--- src/hw/rtl/emcd_pkg.sv ---
// ----------------------------------------------------------------------------
// emcd_pkg
// Constants and helpers for the millisecond-timestamp to civil date pipeline.
// ----------------------------------------------------------------------------
package emcd_pkg;

   localparam int NUM_STAGES = 17;

   localparam int DAYS_TO_MARCH    = 719468;
   localparam int DAYS_PER_ERA     = 146097;
   localparam int MS_PER_DAY       = 86400 * 1000;
   localparam int ERA_BIAS         = 8;
   localparam int YEARS_PER_ERA    = 400;
   localparam int DAYS_PER_CENTURY = 36524;
   localparam int YEARS_PER_CENT   = 100;

   // shifts every reachable instant to a non-negative count from a leap-era start
   localparam longint EPOCH_BIAS_MS =
      (longint'(DAYS_TO_MARCH) + longint'(ERA_BIAS) * longint'(DAYS_PER_ERA))
      * longint'(MS_PER_DAY);
   localparam logic [48:0] EPOCH_BIAS = 49'(EPOCH_BIAS_MS);

   localparam logic [14:0] YEAR_BIAS = 15'(ERA_BIAS * YEARS_PER_ERA);

   localparam logic [15:0] MS_PER_MINUTE = 16'd60000;
   localparam logic [10:0] OFFSET_RECIP  = 11'd1093;

   // day length in units of 1024 ms
   localparam logic [16:0] DAY_UNITS  = 17'd84375;
   localparam logic [22:0] DAY_RECIP  = 23'd6515624;
   localparam logic [17:0] ERA_DAYS   = 18'(DAYS_PER_ERA);
   localparam logic [4:0]  ERA_RECIP  = 5'd28;
   localparam logic [6:0]  SEC_UNITS  = 7'd125;
   localparam logic [17:0] SEC_RECIP  = 18'd134217;
   localparam logic [11:0] HOUR_SECS  = 12'd3600;
   localparam logic [5:0]  HOUR_RECIP = 6'd36;
   localparam logic [5:0]  MIN_SECS   = 6'd60;
   localparam logic [6:0]  MIN_RECIP  = 7'd68;
   localparam logic [10:0] QUAD_DAYS  = 11'd1460;
   localparam logic [7:0]  QUAD_RECIP = 8'd179;
   localparam logic [17:0] ERA_LAST_DAY = 18'd146096;
   localparam logic [8:0]  YEAR_DAYS  = 9'd365;
   localparam logic [9:0]  YEAR_RECIP = 10'd718;
   localparam logic [7:0]  MP_DAYS    = 8'd153;
   localparam logic [3:0]  MP_RECIP   = 4'd13;
   localparam logic [8:0]  ERA_YEARS  = 9'(YEARS_PER_ERA);

   // first day of each month within a march-based year
   function automatic logic [8:0] month_offset(input logic [3:0] mp);
      logic [8:0] res;
      unique case (mp)
         4'd0:    res = 9'd0;
         4'd1:    res = 9'd31;
         4'd2:    res = 9'd61;
         4'd3:    res = 9'd92;
         4'd4:    res = 9'd122;
         4'd5:    res = 9'd153;
         4'd6:    res = 9'd184;
         4'd7:    res = 9'd214;
         4'd8:    res = 9'd245;
         4'd9:    res = 9'd275;
         4'd10:   res = 9'd306;
         4'd11:   res = 9'd337;
         default: res = 9'd0;
      endcase
      return res;
   endfunction

endpackage

--- src/hw/rtl/epoch_ms_to_civil_datetime.sv ---
// ----------------------------------------------------------------------------
// epoch_ms_to_civil_datetime
// Converts a signed millisecond timestamp plus a programmed UTC offset into
// proleptic Gregorian year, month, day and local hour, minute and second.
// The block is a 17-stage pipeline: one beat enters per cycle while
// req_stall is low. The rate is set by the pipeline registers alone; every
// staged division by a constant is a short reciprocal multiply with one
// correction step in a later stage, and the 39-bit day division splits its
// multiply into two partial products. A stall only holds stages that are
// full, so bubbles are filled while a result waits. The offset fields come
// from the offset register, which the user must write only while the block
// is idle; the block does not enforce this. No clearing pass after reset.
// ----------------------------------------------------------------------------
module epoch_ms_to_civil_datetime (
   input  logic               clock,
   input  logic               reset,
   input  logic               csr_wr_en,
   input  logic signed [10:0] csr_wr_data,
   input  logic               req_valid,
   output logic               req_stall,
   input  logic signed [47:0] req_epoch_millis,
   output logic               rsp_valid,
   input  logic               rsp_stall,
   output logic signed [13:0] rsp_year,
   output logic [3:0]         rsp_month,
   output logic [4:0]         rsp_day_of_month,
   output logic [4:0]         rsp_hour,
   output logic [5:0]         rsp_minute,
   output logic [5:0]         rsp_second,
   output logic               rsp_offset_negative,
   output logic [3:0]         rsp_offset_hours,
   output logic [5:0]         rsp_offset_minutes_part
);

   localparam int N = emcd_pkg::NUM_STAGES;

   // offset register and derived fields
   logic [26:0] off_ms_ff, off_ms_in;
   logic        off_neg_ff, off_neg_in;
   logic [3:0]  off_hours_ff, off_hours_in;
   logic [5:0]  off_mins_ff, off_mins_in;
   logic [10:0] off_abs;
   logic [21:0] off_prod;
   logic [4:0]  off_hq;
   logic [10:0] off_diff;

   // pipeline control
   logic [N-1:0] v_ff, v_in, en;

   // stage registers
   logic [48:0] s1_x_ff, s1_x_in;
   logic [38:0] s2_y_ff, s2_y_in;
   logic [6:0]  s2_frac_ff, s2_frac_in;
   logic [41:0] s2_pp_hi_ff, s2_pp_hi_in;
   logic [42:0] s2_pp_lo_ff, s2_pp_lo_in;
   logic [21:0] s3_q_ff, s3_q_in;
   logic [38:0] s3_y_ff, s3_y_in;
   logic [6:0]  s3_frac_ff, s3_frac_in;
   logic [21:0] s4_q_ff, s4_q_in;
   logic [17:0] s4_r_ff, s4_r_in;
   logic [6:0]  s4_frac_ff, s4_frac_in;
   logic [21:0] s5_z_ff, s5_z_in;
   logic [16:0] s5_r_ff, s5_r_in;
   logic [6:0]  s5_frac_ff, s5_frac_in;
   logic [21:0] s6_z_ff, s6_z_in;
   logic [4:0]  s6_era_ff, s6_era_in;
   logic [23:0] s6_v_ff, s6_v_in;
   logic [16:0] s6_sec_ff, s6_sec_in;
   logic [4:0]  s7_era_ff, s7_era_in;
   logic [18:0] s7_doe_ff, s7_doe_in;
   logic [16:0] s7_sec_ff, s7_sec_in;
   logic [7:0]  s7_sr_ff, s7_sr_in;
   logic [4:0]  s8_era_ff, s8_era_in;
   logic [17:0] s8_doe_ff, s8_doe_in;
   logic [16:0] s8_sec_ff, s8_sec_in;
   logic [4:0]  s9_era_ff, s9_era_in;
   logic [17:0] s9_doe_ff, s9_doe_in;
   logic [6:0]  s9_quad_ff, s9_quad_in;
   logic [2:0]  s9_cent_ff, s9_cent_in;
   logic        s9_last_ff, s9_last_in;
   logic [16:0] s9_sec_ff, s9_sec_in;
   logic [4:0]  s9_hour_ff, s9_hour_in;
   logic [4:0]  s10_era_ff, s10_era_in;
   logic [17:0] s10_doe_ff, s10_doe_in;
   logic [6:0]  s10_quad_ff, s10_quad_in;
   logic [2:0]  s10_cent_ff, s10_cent_in;
   logic        s10_last_ff, s10_last_in;
   logic [4:0]  s10_hour_ff, s10_hour_in;
   logic [11:0] s10_rs_ff, s10_rs_in;
   logic [4:0]  s11_era_ff, s11_era_in;
   logic [17:0] s11_doe_ff, s11_doe_in;
   logic [17:0] s11_t_ff, s11_t_in;
   logic [4:0]  s11_hour_ff, s11_hour_in;
   logic [11:0] s11_rs_ff, s11_rs_in;
   logic [5:0]  s11_min_ff, s11_min_in;
   logic [4:0]  s12_era_ff, s12_era_in;
   logic [17:0] s12_doe_ff, s12_doe_in;
   logic [17:0] s12_t_ff, s12_t_in;
   logic [8:0]  s12_yoe_ff, s12_yoe_in;
   logic [4:0]  s12_hour_ff, s12_hour_in;
   logic [5:0]  s12_min_ff, s12_min_in;
   logic [5:0]  s12_sec_ff, s12_sec_in;
   logic [4:0]  s13_era_ff, s13_era_in;
   logic [17:0] s13_doe_ff, s13_doe_in;
   logic [8:0]  s13_yoe_ff, s13_yoe_in;
   logic [4:0]  s13_hour_ff, s13_hour_in;
   logic [5:0]  s13_min_ff, s13_min_in;
   logic [5:0]  s13_sec_ff, s13_sec_in;
   logic [4:0]  s14_era_ff, s14_era_in;
   logic [8:0]  s14_yoe_ff, s14_yoe_in;
   logic [8:0]  s14_doy_ff, s14_doy_in;
   logic [4:0]  s14_hour_ff, s14_hour_in;
   logic [5:0]  s14_min_ff, s14_min_in;
   logic [5:0]  s14_sec_ff, s14_sec_in;
   logic [4:0]  s15_era_ff, s15_era_in;
   logic [8:0]  s15_yoe_ff, s15_yoe_in;
   logic [8:0]  s15_doy_ff, s15_doy_in;
   logic [3:0]  s15_mp_ff, s15_mp_in;
   logic [4:0]  s15_hour_ff, s15_hour_in;
   logic [5:0]  s15_min_ff, s15_min_in;
   logic [5:0]  s15_sec_ff, s15_sec_in;
   logic [4:0]  s16_era_ff, s16_era_in;
   logic [8:0]  s16_yoe_ff, s16_yoe_in;
   logic [8:0]  s16_doy_ff, s16_doy_in;
   logic [3:0]  s16_mp_ff, s16_mp_in;
   logic [4:0]  s16_hour_ff, s16_hour_in;
   logic [5:0]  s16_min_ff, s16_min_in;
   logic [5:0]  s16_sec_ff, s16_sec_in;
   logic [13:0] s17_year_ff, s17_year_in;
   logic [3:0]  s17_month_ff, s17_month_in;
   logic [4:0]  s17_day_ff, s17_day_in;
   logic [4:0]  s17_hour_ff, s17_hour_in;
   logic [5:0]  s17_min_ff, s17_min_in;
   logic [5:0]  s17_sec_ff, s17_sec_in;

   // combinational temporaries
   logic [61:0] day_sum;
   logic [38:0] day_back, day_diff;
   logic [17:0] r_fix;
   logic [26:0] era_prod;
   logic [41:0] sec_prod;
   logic [21:0] era_back, doe_diff;
   logic [23:0] sec_back, sec_diff;
   logic [18:0] doe_fix;
   logic [25:0] quad_prod;
   logic [22:0] hour_prod;
   logic [17:0] quad_back, quad_diff;
   logic [16:0] hour_back, hour_diff;
   logic [12:0] hour_rem, rs_fix;
   logic [18:0] min_prod;
   logic [27:0] year_prod;
   logic [11:0] min_back, min_diff;
   logic [6:0]  min_rem, sec_fix;
   logic [17:0] yoe_back, yoe_diff;
   logic [1:0]  cent_yoe;
   logic [17:0] year_start, doy_diff;
   logic [10:0] mp_num, mp_num2, mp_back, mp_diff;
   logic [14:0] mp_prod;
   logic [8:0]  day_calc;
   logic [14:0] year_calc;

   // offset register
   always_comb begin
      off_abs  = csr_wr_data[10] ? (~csr_wr_data + 11'd1) : csr_wr_data;
      off_prod = 22'(off_abs) * 22'(emcd_pkg::OFFSET_RECIP);
      off_hq   = off_prod[20:16];
      off_diff = off_abs - 11'(off_hq) * 11'(emcd_pkg::MIN_SECS);
      off_ms_in    = 27'({{16{csr_wr_data[10]}}, csr_wr_data})
                     * 27'(emcd_pkg::MS_PER_MINUTE);
      off_neg_in   = csr_wr_data[10];
      off_hours_in = (off_hq > 5'd15) ? 4'd15 : off_hq[3:0];
      off_mins_in  = off_diff[5:0];
   end

   always_ff @(posedge clock) begin
      if (reset) begin
         off_ms_ff    <= '0;
         off_neg_ff   <= 1'b0;
         off_hours_ff <= '0;
         off_mins_ff  <= '0;
      end else if (csr_wr_en) begin
         off_ms_ff    <= off_ms_in;
         off_neg_ff   <= off_neg_in;
         off_hours_ff <= off_hours_in;
         off_mins_ff  <= off_mins_in;
      end
   end

   // a stage moves when it or any later stage is empty, or the output drains
   always_comb begin
      v_in = {v_ff[N-2:0], req_valid};
      for (int i = 0; i < N; i++) begin
         en[i] = !rsp_stall || ((~v_ff & ({N{1'b1}} << i)) != '0);
      end
   end

   always_ff @(posedge clock) begin
      if (reset) begin
         v_ff <= '0;
      end else begin
         for (int i = 0; i < N; i++) begin
            if (en[i]) begin
               v_ff[i] <= v_in[i];
            end
         end
      end
   end

   always_comb begin
      // biased local time, never negative
      s1_x_in = {req_epoch_millis[47], req_epoch_millis}
                + {{22{off_ms_ff[26]}}, off_ms_ff} + emcd_pkg::EPOCH_BIAS;

      // day quotient: partial products of the reciprocal
      s2_y_in     = s1_x_ff[48:10];
      s2_frac_in  = s1_x_ff[9:3];
      s2_pp_hi_in = 42'(s1_x_ff[48:30]) * 42'(emcd_pkg::DAY_RECIP);
      s2_pp_lo_in = 43'(s1_x_ff[29:10]) * 43'(emcd_pkg::DAY_RECIP);

      day_sum    = {s2_pp_hi_ff, 20'd0} + {19'd0, s2_pp_lo_ff};
      s3_q_in    = day_sum[60:39];
      s3_y_in    = s2_y_ff;
      s3_frac_in = s2_frac_ff;

      day_back   = 39'(s3_q_ff) * 39'(emcd_pkg::DAY_UNITS);
      day_diff   = s3_y_ff - day_back;
      s4_q_in    = s3_q_ff;
      s4_r_in    = day_diff[17:0];
      s4_frac_in = s3_frac_ff;

      if (s4_r_ff >= 18'(emcd_pkg::DAY_UNITS)) begin
         s5_z_in = s4_q_ff + 22'd1;
         r_fix   = s4_r_ff - 18'(emcd_pkg::DAY_UNITS);
      end else begin
         s5_z_in = s4_q_ff;
         r_fix   = s4_r_ff;
      end
      s5_r_in    = r_fix[16:0];
      s5_frac_in = s4_frac_ff;

      // era and second-of-day estimates
      s6_z_in   = s5_z_ff;
      s6_v_in   = {s5_r_ff, s5_frac_ff};
      era_prod  = 27'(s5_z_ff) * 27'(emcd_pkg::ERA_RECIP);
      s6_era_in = era_prod[26:22];
      sec_prod  = 42'(s6_v_in) * 42'(emcd_pkg::SEC_RECIP);
      s6_sec_in = sec_prod[40:24];

      era_back  = 22'(s6_era_ff) * 22'(emcd_pkg::ERA_DAYS);
      doe_diff  = s6_z_ff - era_back;
      s7_doe_in = doe_diff[18:0];
      s7_era_in = s6_era_ff;
      sec_back  = 24'(s6_sec_ff) * 24'(emcd_pkg::SEC_UNITS);
      sec_diff  = s6_v_ff - sec_back;
      s7_sr_in  = sec_diff[7:0];
      s7_sec_in = s6_sec_ff;

      if (s7_doe_ff >= 19'(emcd_pkg::ERA_DAYS)) begin
         s8_era_in = s7_era_ff + 5'd1;
         doe_fix   = s7_doe_ff - 19'(emcd_pkg::ERA_DAYS);
      end else begin
         s8_era_in = s7_era_ff;
         doe_fix   = s7_doe_ff;
      end
      s8_doe_in = doe_fix[17:0];
      s8_sec_in = (s7_sr_ff >= 8'(emcd_pkg::SEC_UNITS)) ? s7_sec_ff + 17'd1 : s7_sec_ff;

      // leap-cycle corrections of the day of era
      s9_era_in  = s8_era_ff;
      s9_doe_in  = s8_doe_ff;
      quad_prod  = 26'(s8_doe_ff) * 26'(emcd_pkg::QUAD_RECIP);
      s9_quad_in = quad_prod[24:18];
      s9_cent_in = 3'(s8_doe_ff >= 18'(emcd_pkg::DAYS_PER_CENTURY))
                   + 3'(s8_doe_ff >= 18'(2 * emcd_pkg::DAYS_PER_CENTURY))
                   + 3'(s8_doe_ff >= 18'(3 * emcd_pkg::DAYS_PER_CENTURY))
                   + 3'(s8_doe_ff >= 18'(4 * emcd_pkg::DAYS_PER_CENTURY));
      s9_last_in = (s8_doe_ff == emcd_pkg::ERA_LAST_DAY);
      s9_sec_in  = s8_sec_ff;
      hour_prod  = 23'(s8_sec_ff) * 23'(emcd_pkg::HOUR_RECIP);
      s9_hour_in = hour_prod[21:17];

      quad_back   = 18'(s9_quad_ff) * 18'(emcd_pkg::QUAD_DAYS);
      quad_diff   = s9_doe_ff - quad_back;
      s10_quad_in = (quad_diff[11:0] >= 12'(emcd_pkg::QUAD_DAYS)) ?
                    s9_quad_ff + 7'd1 : s9_quad_ff;
      s10_era_in  = s9_era_ff;
      s10_doe_in  = s9_doe_ff;
      s10_cent_in = s9_cent_ff;
      s10_last_in = s9_last_ff;
      hour_back   = 17'(s9_hour_ff) * 17'(emcd_pkg::HOUR_SECS);
      hour_diff   = s9_sec_ff - hour_back;
      hour_rem    = hour_diff[12:0];
      if (hour_rem >= 13'(emcd_pkg::HOUR_SECS)) begin
         s10_hour_in = s9_hour_ff + 5'd1;
         rs_fix      = hour_rem - 13'(emcd_pkg::HOUR_SECS);
      end else begin
         s10_hour_in = s9_hour_ff;
         rs_fix      = hour_rem;
      end
      s10_rs_in = rs_fix[11:0];

      s11_t_in    = s10_doe_ff - 18'(s10_quad_ff) + 18'(s10_cent_ff) - 18'(s10_last_ff);
      s11_era_in  = s10_era_ff;
      s11_doe_in  = s10_doe_ff;
      s11_hour_in = s10_hour_ff;
      s11_rs_in   = s10_rs_ff;
      min_prod    = 19'(s10_rs_ff) * 19'(emcd_pkg::MIN_RECIP);
      s11_min_in  = min_prod[17:12];

      // year of era estimate, minutes and seconds
      year_prod   = 28'(s11_t_ff) * 28'(emcd_pkg::YEAR_RECIP);
      s12_yoe_in  = year_prod[26:18];
      s12_era_in  = s11_era_ff;
      s12_doe_in  = s11_doe_ff;
      s12_t_in    = s11_t_ff;
      s12_hour_in = s11_hour_ff;
      min_back    = 12'(s11_min_ff) * 12'(emcd_pkg::MIN_SECS);
      min_diff    = s11_rs_ff - min_back;
      min_rem     = min_diff[6:0];
      if (min_rem >= 7'(emcd_pkg::MIN_SECS)) begin
         s12_min_in = s11_min_ff + 6'd1;
         sec_fix    = min_rem - 7'(emcd_pkg::MIN_SECS);
      end else begin
         s12_min_in = s11_min_ff;
         sec_fix    = min_rem;
      end
      s12_sec_in = sec_fix[5:0];

      yoe_back    = 18'(s12_yoe_ff) * 18'(emcd_pkg::YEAR_DAYS);
      yoe_diff    = s12_t_ff - yoe_back;
      s13_yoe_in  = (yoe_diff[9:0] >= 10'(emcd_pkg::YEAR_DAYS)) ?
                    s12_yoe_ff + 9'd1 : s12_yoe_ff;
      s13_era_in  = s12_era_ff;
      s13_doe_in  = s12_doe_ff;
      s13_hour_in = s12_hour_ff;
      s13_min_in  = s12_min_ff;
      s13_sec_in  = s12_sec_ff;

      // day of year
      cent_yoe    = 2'(s13_yoe_ff >= 9'(emcd_pkg::YEARS_PER_CENT))
                    + 2'(s13_yoe_ff >= 9'(2 * emcd_pkg::YEARS_PER_CENT))
                    + 2'(s13_yoe_ff >= 9'(3 * emcd_pkg::YEARS_PER_CENT));
      year_start  = 18'(s13_yoe_ff) * 18'(emcd_pkg::YEAR_DAYS)
                    + 18'(s13_yoe_ff[8:2]) - 18'(cent_yoe);
      doy_diff    = s13_doe_ff - year_start;
      s14_doy_in  = doy_diff[8:0];
      s14_era_in  = s13_era_ff;
      s14_yoe_in  = s13_yoe_ff;
      s14_hour_in = s13_hour_ff;
      s14_min_in  = s13_min_ff;
      s14_sec_in  = s13_sec_ff;

      // march-based month
      mp_num      = 11'(s14_doy_ff) * 11'd5 + 11'd2;
      mp_prod     = 15'(mp_num) * 15'(emcd_pkg::MP_RECIP);
      s15_mp_in   = mp_prod[14:11];
      s15_era_in  = s14_era_ff;
      s15_yoe_in  = s14_yoe_ff;
      s15_doy_in  = s14_doy_ff;
      s15_hour_in = s14_hour_ff;
      s15_min_in  = s14_min_ff;
      s15_sec_in  = s14_sec_ff;

      mp_num2     = 11'(s15_doy_ff) * 11'd5 + 11'd2;
      mp_back     = 11'(s15_mp_ff) * 11'(emcd_pkg::MP_DAYS);
      mp_diff     = mp_num2 - mp_back;
      s16_mp_in   = (mp_diff[8:0] >= 9'(emcd_pkg::MP_DAYS)) ? s15_mp_ff + 4'd1 : s15_mp_ff;
      s16_era_in  = s15_era_ff;
      s16_yoe_in  = s15_yoe_ff;
      s16_doy_in  = s15_doy_ff;
      s16_hour_in = s15_hour_ff;
      s16_min_in  = s15_min_ff;
      s16_sec_in  = s15_sec_ff;

      // final fields
      day_calc   = s16_doy_ff - emcd_pkg::month_offset(s16_mp_ff) + 9'd1;
      s17_day_in = day_calc[4:0];
      if (s16_mp_ff < 4'd10) begin
         s17_month_in = s16_mp_ff + 4'd3;
      end else begin
         s17_month_in = s16_mp_ff - 4'd9;
      end
      year_calc   = 15'(s16_yoe_ff) + 15'(s16_era_ff) * 15'(emcd_pkg::ERA_YEARS)
                    - emcd_pkg::YEAR_BIAS + 15'(s17_month_in <= 4'd2);
      s17_year_in = year_calc[13:0];
      s17_hour_in = s16_hour_ff;
      s17_min_in  = s16_min_ff;
      s17_sec_in  = s16_sec_ff;
   end

   always_ff @(posedge clock) begin
      if (en[0]) begin
         s1_x_ff <= s1_x_in;
      end
      if (en[1]) begin
         s2_y_ff     <= s2_y_in;
         s2_frac_ff  <= s2_frac_in;
         s2_pp_hi_ff <= s2_pp_hi_in;
         s2_pp_lo_ff <= s2_pp_lo_in;
      end
      if (en[2]) begin
         s3_q_ff    <= s3_q_in;
         s3_y_ff    <= s3_y_in;
         s3_frac_ff <= s3_frac_in;
      end
      if (en[3]) begin
         s4_q_ff    <= s4_q_in;
         s4_r_ff    <= s4_r_in;
         s4_frac_ff <= s4_frac_in;
      end
      if (en[4]) begin
         s5_z_ff    <= s5_z_in;
         s5_r_ff    <= s5_r_in;
         s5_frac_ff <= s5_frac_in;
      end
      if (en[5]) begin
         s6_z_ff   <= s6_z_in;
         s6_era_ff <= s6_era_in;
         s6_v_ff   <= s6_v_in;
         s6_sec_ff <= s6_sec_in;
      end
      if (en[6]) begin
         s7_era_ff <= s7_era_in;
         s7_doe_ff <= s7_doe_in;
         s7_sec_ff <= s7_sec_in;
         s7_sr_ff  <= s7_sr_in;
      end
      if (en[7]) begin
         s8_era_ff <= s8_era_in;
         s8_doe_ff <= s8_doe_in;
         s8_sec_ff <= s8_sec_in;
      end
      if (en[8]) begin
         s9_era_ff  <= s9_era_in;
         s9_doe_ff  <= s9_doe_in;
         s9_quad_ff <= s9_quad_in;
         s9_cent_ff <= s9_cent_in;
         s9_last_ff <= s9_last_in;
         s9_sec_ff  <= s9_sec_in;
         s9_hour_ff <= s9_hour_in;
      end
      if (en[9]) begin
         s10_era_ff  <= s10_era_in;
         s10_doe_ff  <= s10_doe_in;
         s10_quad_ff <= s10_quad_in;
         s10_cent_ff <= s10_cent_in;
         s10_last_ff <= s10_last_in;
         s10_hour_ff <= s10_hour_in;
         s10_rs_ff   <= s10_rs_in;
      end
      if (en[10]) begin
         s11_era_ff  <= s11_era_in;
         s11_doe_ff  <= s11_doe_in;
         s11_t_ff    <= s11_t_in;
         s11_hour_ff <= s11_hour_in;
         s11_rs_ff   <= s11_rs_in;
         s11_min_ff  <= s11_min_in;
      end
      if (en[11]) begin
         s12_era_ff  <= s12_era_in;
         s12_doe_ff  <= s12_doe_in;
         s12_t_ff    <= s12_t_in;
         s12_yoe_ff  <= s12_yoe_in;
         s12_hour_ff <= s12_hour_in;
         s12_min_ff  <= s12_min_in;
         s12_sec_ff  <= s12_sec_in;
      end
      if (en[12]) begin
         s13_era_ff  <= s13_era_in;
         s13_doe_ff  <= s13_doe_in;
         s13_yoe_ff  <= s13_yoe_in;
         s13_hour_ff <= s13_hour_in;
         s13_min_ff  <= s13_min_in;
         s13_sec_ff  <= s13_sec_in;
      end
      if (en[13]) begin
         s14_era_ff  <= s14_era_in;
         s14_yoe_ff  <= s14_yoe_in;
         s14_doy_ff  <= s14_doy_in;
         s14_hour_ff <= s14_hour_in;
         s14_min_ff  <= s14_min_in;
         s14_sec_ff  <= s14_sec_in;
      end
      if (en[14]) begin
         s15_era_ff  <= s15_era_in;
         s15_yoe_ff  <= s15_yoe_in;
         s15_doy_ff  <= s15_doy_in;
         s15_mp_ff   <= s15_mp_in;
         s15_hour_ff <= s15_hour_in;
         s15_min_ff  <= s15_min_in;
         s15_sec_ff  <= s15_sec_in;
      end
      if (en[15]) begin
         s16_era_ff  <= s16_era_in;
         s16_yoe_ff  <= s16_yoe_in;
         s16_doy_ff  <= s16_doy_in;
         s16_mp_ff   <= s16_mp_in;
         s16_hour_ff <= s16_hour_in;
         s16_min_ff  <= s16_min_in;
         s16_sec_ff  <= s16_sec_in;
      end
      if (en[16]) begin
         s17_year_ff  <= s17_year_in;
         s17_month_ff <= s17_month_in;
         s17_day_ff   <= s17_day_in;
         s17_hour_ff  <= s17_hour_in;
         s17_min_ff   <= s17_min_in;
         s17_sec_ff   <= s17_sec_in;
      end
   end

   assign req_stall               = !en[0];
   assign rsp_valid               = v_ff[N-1];
   assign rsp_year                = $signed(s17_year_ff);
   assign rsp_month               = s17_month_ff;
   assign rsp_day_of_month        = s17_day_ff;
   assign rsp_hour                = s17_hour_ff;
   assign rsp_minute              = s17_min_ff;
   assign rsp_second              = s17_sec_ff;
   assign rsp_offset_negative     = off_neg_ff;
   assign rsp_offset_hours        = off_hours_ff;
   assign rsp_offset_minutes_part = off_mins_ff;

   // accepted beat lands in the first stage
   assert property (@(posedge clock) disable iff (reset)
      (req_valid && !req_stall) |=> v_ff[0])
      else $error("accepted beat missing from first stage");

   // day quotient correction leaves a proper remainder
   assert property (@(posedge clock) disable iff (reset)
      v_ff[4] |-> (s5_r_ff < emcd_pkg::DAY_UNITS))
      else $error("day remainder out of range");

   // era correction leaves a proper day of era
   assert property (@(posedge clock) disable iff (reset)
      v_ff[7] |-> (s8_doe_ff < emcd_pkg::ERA_DAYS))
      else $error("day of era out of range");

   assert property (@(posedge clock) disable iff (reset)
      rsp_valid |-> (rsp_month >= 4'd1 && rsp_month <= 4'd12
                     && rsp_day_of_month >= 5'd1))
      else $error("month or day out of range");

   assert property (@(posedge clock) disable iff (reset)
      rsp_valid |-> (rsp_hour <= 5'd23 && rsp_minute <= 6'd59 && rsp_second <= 6'd59))
      else $error("time of day out of range");

endmodule

--- config.mk ---
export PLATFORM = sky130hd
export DESIGN_NAME = epoch_ms_to_civil_datetime
export DESIGN_NICKNAME = d
export VERILOG_FILES = /design/src/hw/rtl/emcd_pkg.sv /design/src/hw/rtl/epoch_ms_to_civil_datetime.sv
export SDC_FILE = /design/constraint.sdc
export NUM_CORES = 2
export LEC_CHECK = 0
export ABC_AREA = 1
export BUFFER_PORTS_ARGS = -buffer_cell sky130_fd_sc_hd__buf_2
export CAP_MARGIN = 10
export CORE_MARGIN = 2
export CORE_UTILIZATION = 50
export CTS_CLUSTER_SIZE = 28
export DETAILED_ROUTE_END_ITERATION = 10
export GPL_TIMING_DRIVEN = 0
export PLACE_DENSITY = 0.68
export SYNTH_ARGS = -nofsm -noshare
export SYNTH_HDL_FRONTEND = slang
export SYNTH_SLANG_ARGS = --single-unit
--- constraint.sdc ---
create_clock -name clock -period 5.2 [get_ports clock]
set_input_delay 0.26 -clock clock [delete_from_list [all_inputs] [get_ports clock]]
set_output_delay 0.26 -clock clock [all_outputs]
set_load 0.005 [all_outputs]
==> impl_metrics.json <==
{
  "final_nets": 10985,
  "die_w_um": 412,
  "synth.area.top_cells": "edfxtp_1 29%, ha_1 22%, fa_1 18%",
  "violations": "design-rule violations, negative setup slack",
  "io_pins": 117,
  "synthArstFlopShare": 0,
  "synth_top_cell_by_area": "edfxtp_1",
  "fmax_mhz": 166,
  "post-route-min-period_ns": 6.02,
  "rsz0062_at_grt": "true",
  "numCtsBuffers": 97,
  "r2r_slack_ns": -0.82,
  "fin_crit_sh": 1.16,
  "grt_max_degree": 52,
  "fp-row-count": 149,
  "final_cell_mix": "1864 x inv_1, 1339 x ha_1, 922 x nand2_1, 814 x edfxtp_1, 699 x fa_1",
  "place_hpwl_um": 148000,
  "ys.flop_type": "edfxtp_1",
  "yosysWarnings": 0,
  "status": "finished, violations left",
  "vias": 56878,
  "setup.worst_path.start_class": "flip-flop",
  "hold_viol": 0,
  "crit_fanout": 4,
  "cts_tree": "built",
  "grt-ovfl-total": 0,
  "dr.pass1.iters": 9,
  "avgSynthCellArea_um2": 10.0,
  "synth_seq_area_share": 0.307,
  "layout_commonest_cell": "inv_1",
  "coreArea_um2": 165000,
  "antenna_found_initial": 1,
  "antenna_cells": 0,
  "hold_end": "off_ms_ff[6]",
  "whs_path_depth": 5,
  "grt_usage": 0.218,
  "syn_nets": 10501,
  "die_h_um": 412,
  "drv_cap": 0,
  "wl_per_cell_um": 16.8,
  "synth_area_um2": 83000,
  "tightestPinTransition_ns": 1.19,
  "regArea_um2": 25500,
  "io_buffers": 111,
  "initial_core_util": 0.503,
  "cp-end-kind": "flip-flop",
  "synth_top_area_frac": 0.294,
  "setup_viol": 36,
  "num-fill-cells": 13759,
  "required_ns": 5.73,
  "hp-class": "input port to flip-flop",
  "clock_skew_ns": 0.0745,
  "worst_slack_ns": -0.823,
  "drt_iter0_markers": 2802,
  "synthDistinctLibCells": 71,
  "min_from": "csr_wr_data[0]",
  "post-place-cells": 10580,
  "area_growth_pct": 13.9,
  "worst_ep_arrival_time_ns": 6.55,
  "clk_pin_slew_ns": 0.07,
  "cts_sinks": 868,
  "critPathKind": "flip-flop to flip-flop",
  "clkLatencyLatePin_ns": 0.77,
  "grt_pass1_wl_um": 296000,
  "r2r_start": "s1_x_ff[22]",
  "h-tree-depth": 3,
  "viasPerCell": 5.16,
  "slew_violations": 0,
  "gp_congestion": 0.920,
  "clock_path_buffers": 3,
  "multi_input_area_um2": 52600,
  "r2r_cells": 20,
  "ant_nets": 0,
  "grt_pass1_vias": 58473,
  "root_buffer": "clkbuf_16",
  "synthCells": 8269,
  "holdWs_ns": 0.108,
  "finalNonFillerCells": 11020,
  "timing.slew.headroom": 0.207,
  "routed_wl_um": 185000,
  "synth.ff_latch_count": 868,
  "synth_edf_count": 814,
  "drc": 10,
  "die_area_um2": 169000,
  "drive_gt1_frac": 0.116,
  "r2r_end": "s2_pp_lo_ff[40]"
}
metrics by stage:
stage,cell area [µm²],TNS (ns),utilization,setup WS [ns]
floorplan,83500,-2.57,-,-0.290
global placement,86800,-248.43,0.526,-1.56
detailed placement,87100,-117.56,0.528,-1.32
CTS,92800,-13.92,0.562,-0.764
global route,94600,-21.19,0.573,-0.962
finish,94600,-15.88,0.573,-0.823
Yosys cell counts (all sizes together), types with 36 or more instances:
| master | number |
|---|---|
| a21o | 45 |
| nand4 | 74 |
| dfxtp | 54 |
| inv | 1949 |
| nand3 | 230 |
| ha | 1439 |
| fa | 729 |
| nor2 | 394 |
| nand2 | 982 |
| xor2 | 324 |
| a31oi | 36 |
| o21ai | 273 |
| xnor2 | 187 |
| a21oi | 435 |
| edfxtp | 814 |
| nor3 | 64 |
cell families (layout without fill, tap and decap cells):
family	count (synthesis)	in the layout	share of synthesized area
mux	3	3	0.000392
xor+xnor	511	511	0.0541
flops	868	868	0.307
fa+ha+maj	2168	2168	0.393
simple gates	1816	1823	0.0931
compound gates	926	926	0.0629
buf+inv	1977	2532	0.0897
metal layers:
| metal | GRT usage | up-vias | wire length [µm] | part of all wire |
|---|---|---|---|---|
| li1 | - | 27850 | - | - |
| met1 | 0.265 | 27567 | 76800 | 0.41 |
| met2 | 0.398 | 1109 | 95100 | 0.51 |
| met3 | 0.0269 | 352 | 6660 | 0.036 |
| met4 | 0.0735 | 0 | 6710 | 0.036 |
| met5 | 0 | - | 0 | 0 |
timing repair:
item / CTS / global route
setup buffers: 159 / 96
gates cloned: 4 / 3
setup endpoints to repair: 179 / 115
resized for setup: 251 / 274
pin swaps: 119 / 161
endpoints found under the hold margin: 9 / 0
hold buffers: 7 / 0
sequential cells by signal (all words and copies together) (netlist names), 18 cells and up, named ones only:
name / flops
s2_pp_lo_ff: 20
s10_doe_ff: 18
s2_y_ff: 18
s3_y_ff: 18
s5_z_ff: 22
s11_t_ff: 18
off_ms_ff: 21
s10_doe_in: 18
s3_q_ff: 22
s8_doe_ff: 18
s7_doe_ff: 19
s4_q_ff: 22
s2_pp_hi_ff: 38
s1_x_ff: 46
s4_r_ff: 18
s6_z_ff: 19
worst max-delay path, stage by stage, from the launching register on:
cell,delay (ns)
edfxtp_1,0.50
buf_4,0.19
ha_4,0.25
fa_1,0.54
inv_1,0.05
fa_2,0.53
inv_2,0.04
fa_2,0.54
fa_2,0.44
fa_1,0.53
inv_1,0.06
fa_1,0.49
inv_2,0.05
ha_4,0.28
nand2_2,0.06
nor2_2,0.09
nand4_1,0.16
o211ai_1,0.37
nand2_1,0.18
o21ai_2,0.19
xor2_2,0.27
area by class of cell:
cell class / count / share of cell area
Inverter: 1952 / 0.0781
Multi-Input combinational cell: 5431 / 0.556
Clock buffer: 120 / 0.0267
Tap cell: 2189 / 0.0290
Buffer: 25 / 0.00131
Sequential cell: 868 / 0.270
Timing Repair Buffer: 378 / 0.0318
Clock inverter: 57 / 0.00721
how the worst max path moves through the flow:
| stage | start | endpoint | slack, ns | depth (start not counted) |
|---|---|---|---|---|
| final | s1_x_ff[22] | s2_pp_lo_ff[40] | -0.82 | 20 |
| after global routing | s1_x_ff[22] | s2_pp_lo_ff[31] | -0.96 | 24 |
| after CTS | s1_x_ff[22] | s2_pp_lo_ff[40] | -0.76 | 22 |
| after floorplan | s1_x_ff[22] | s2_pp_lo_ff[36] | -0.29 | 23 |
| after global placement | v_ff[16] | s1_x_ff[3] | -1.56 | 10 |
| after detailed placement | s1_x_ff[18] | s2_pp_lo_ff[40] | -1.32 | 21 |
Power is left out: the tool's default activity adds up to more than one toggle a clock period on the data nets, which glitch-free logic cannot reach.
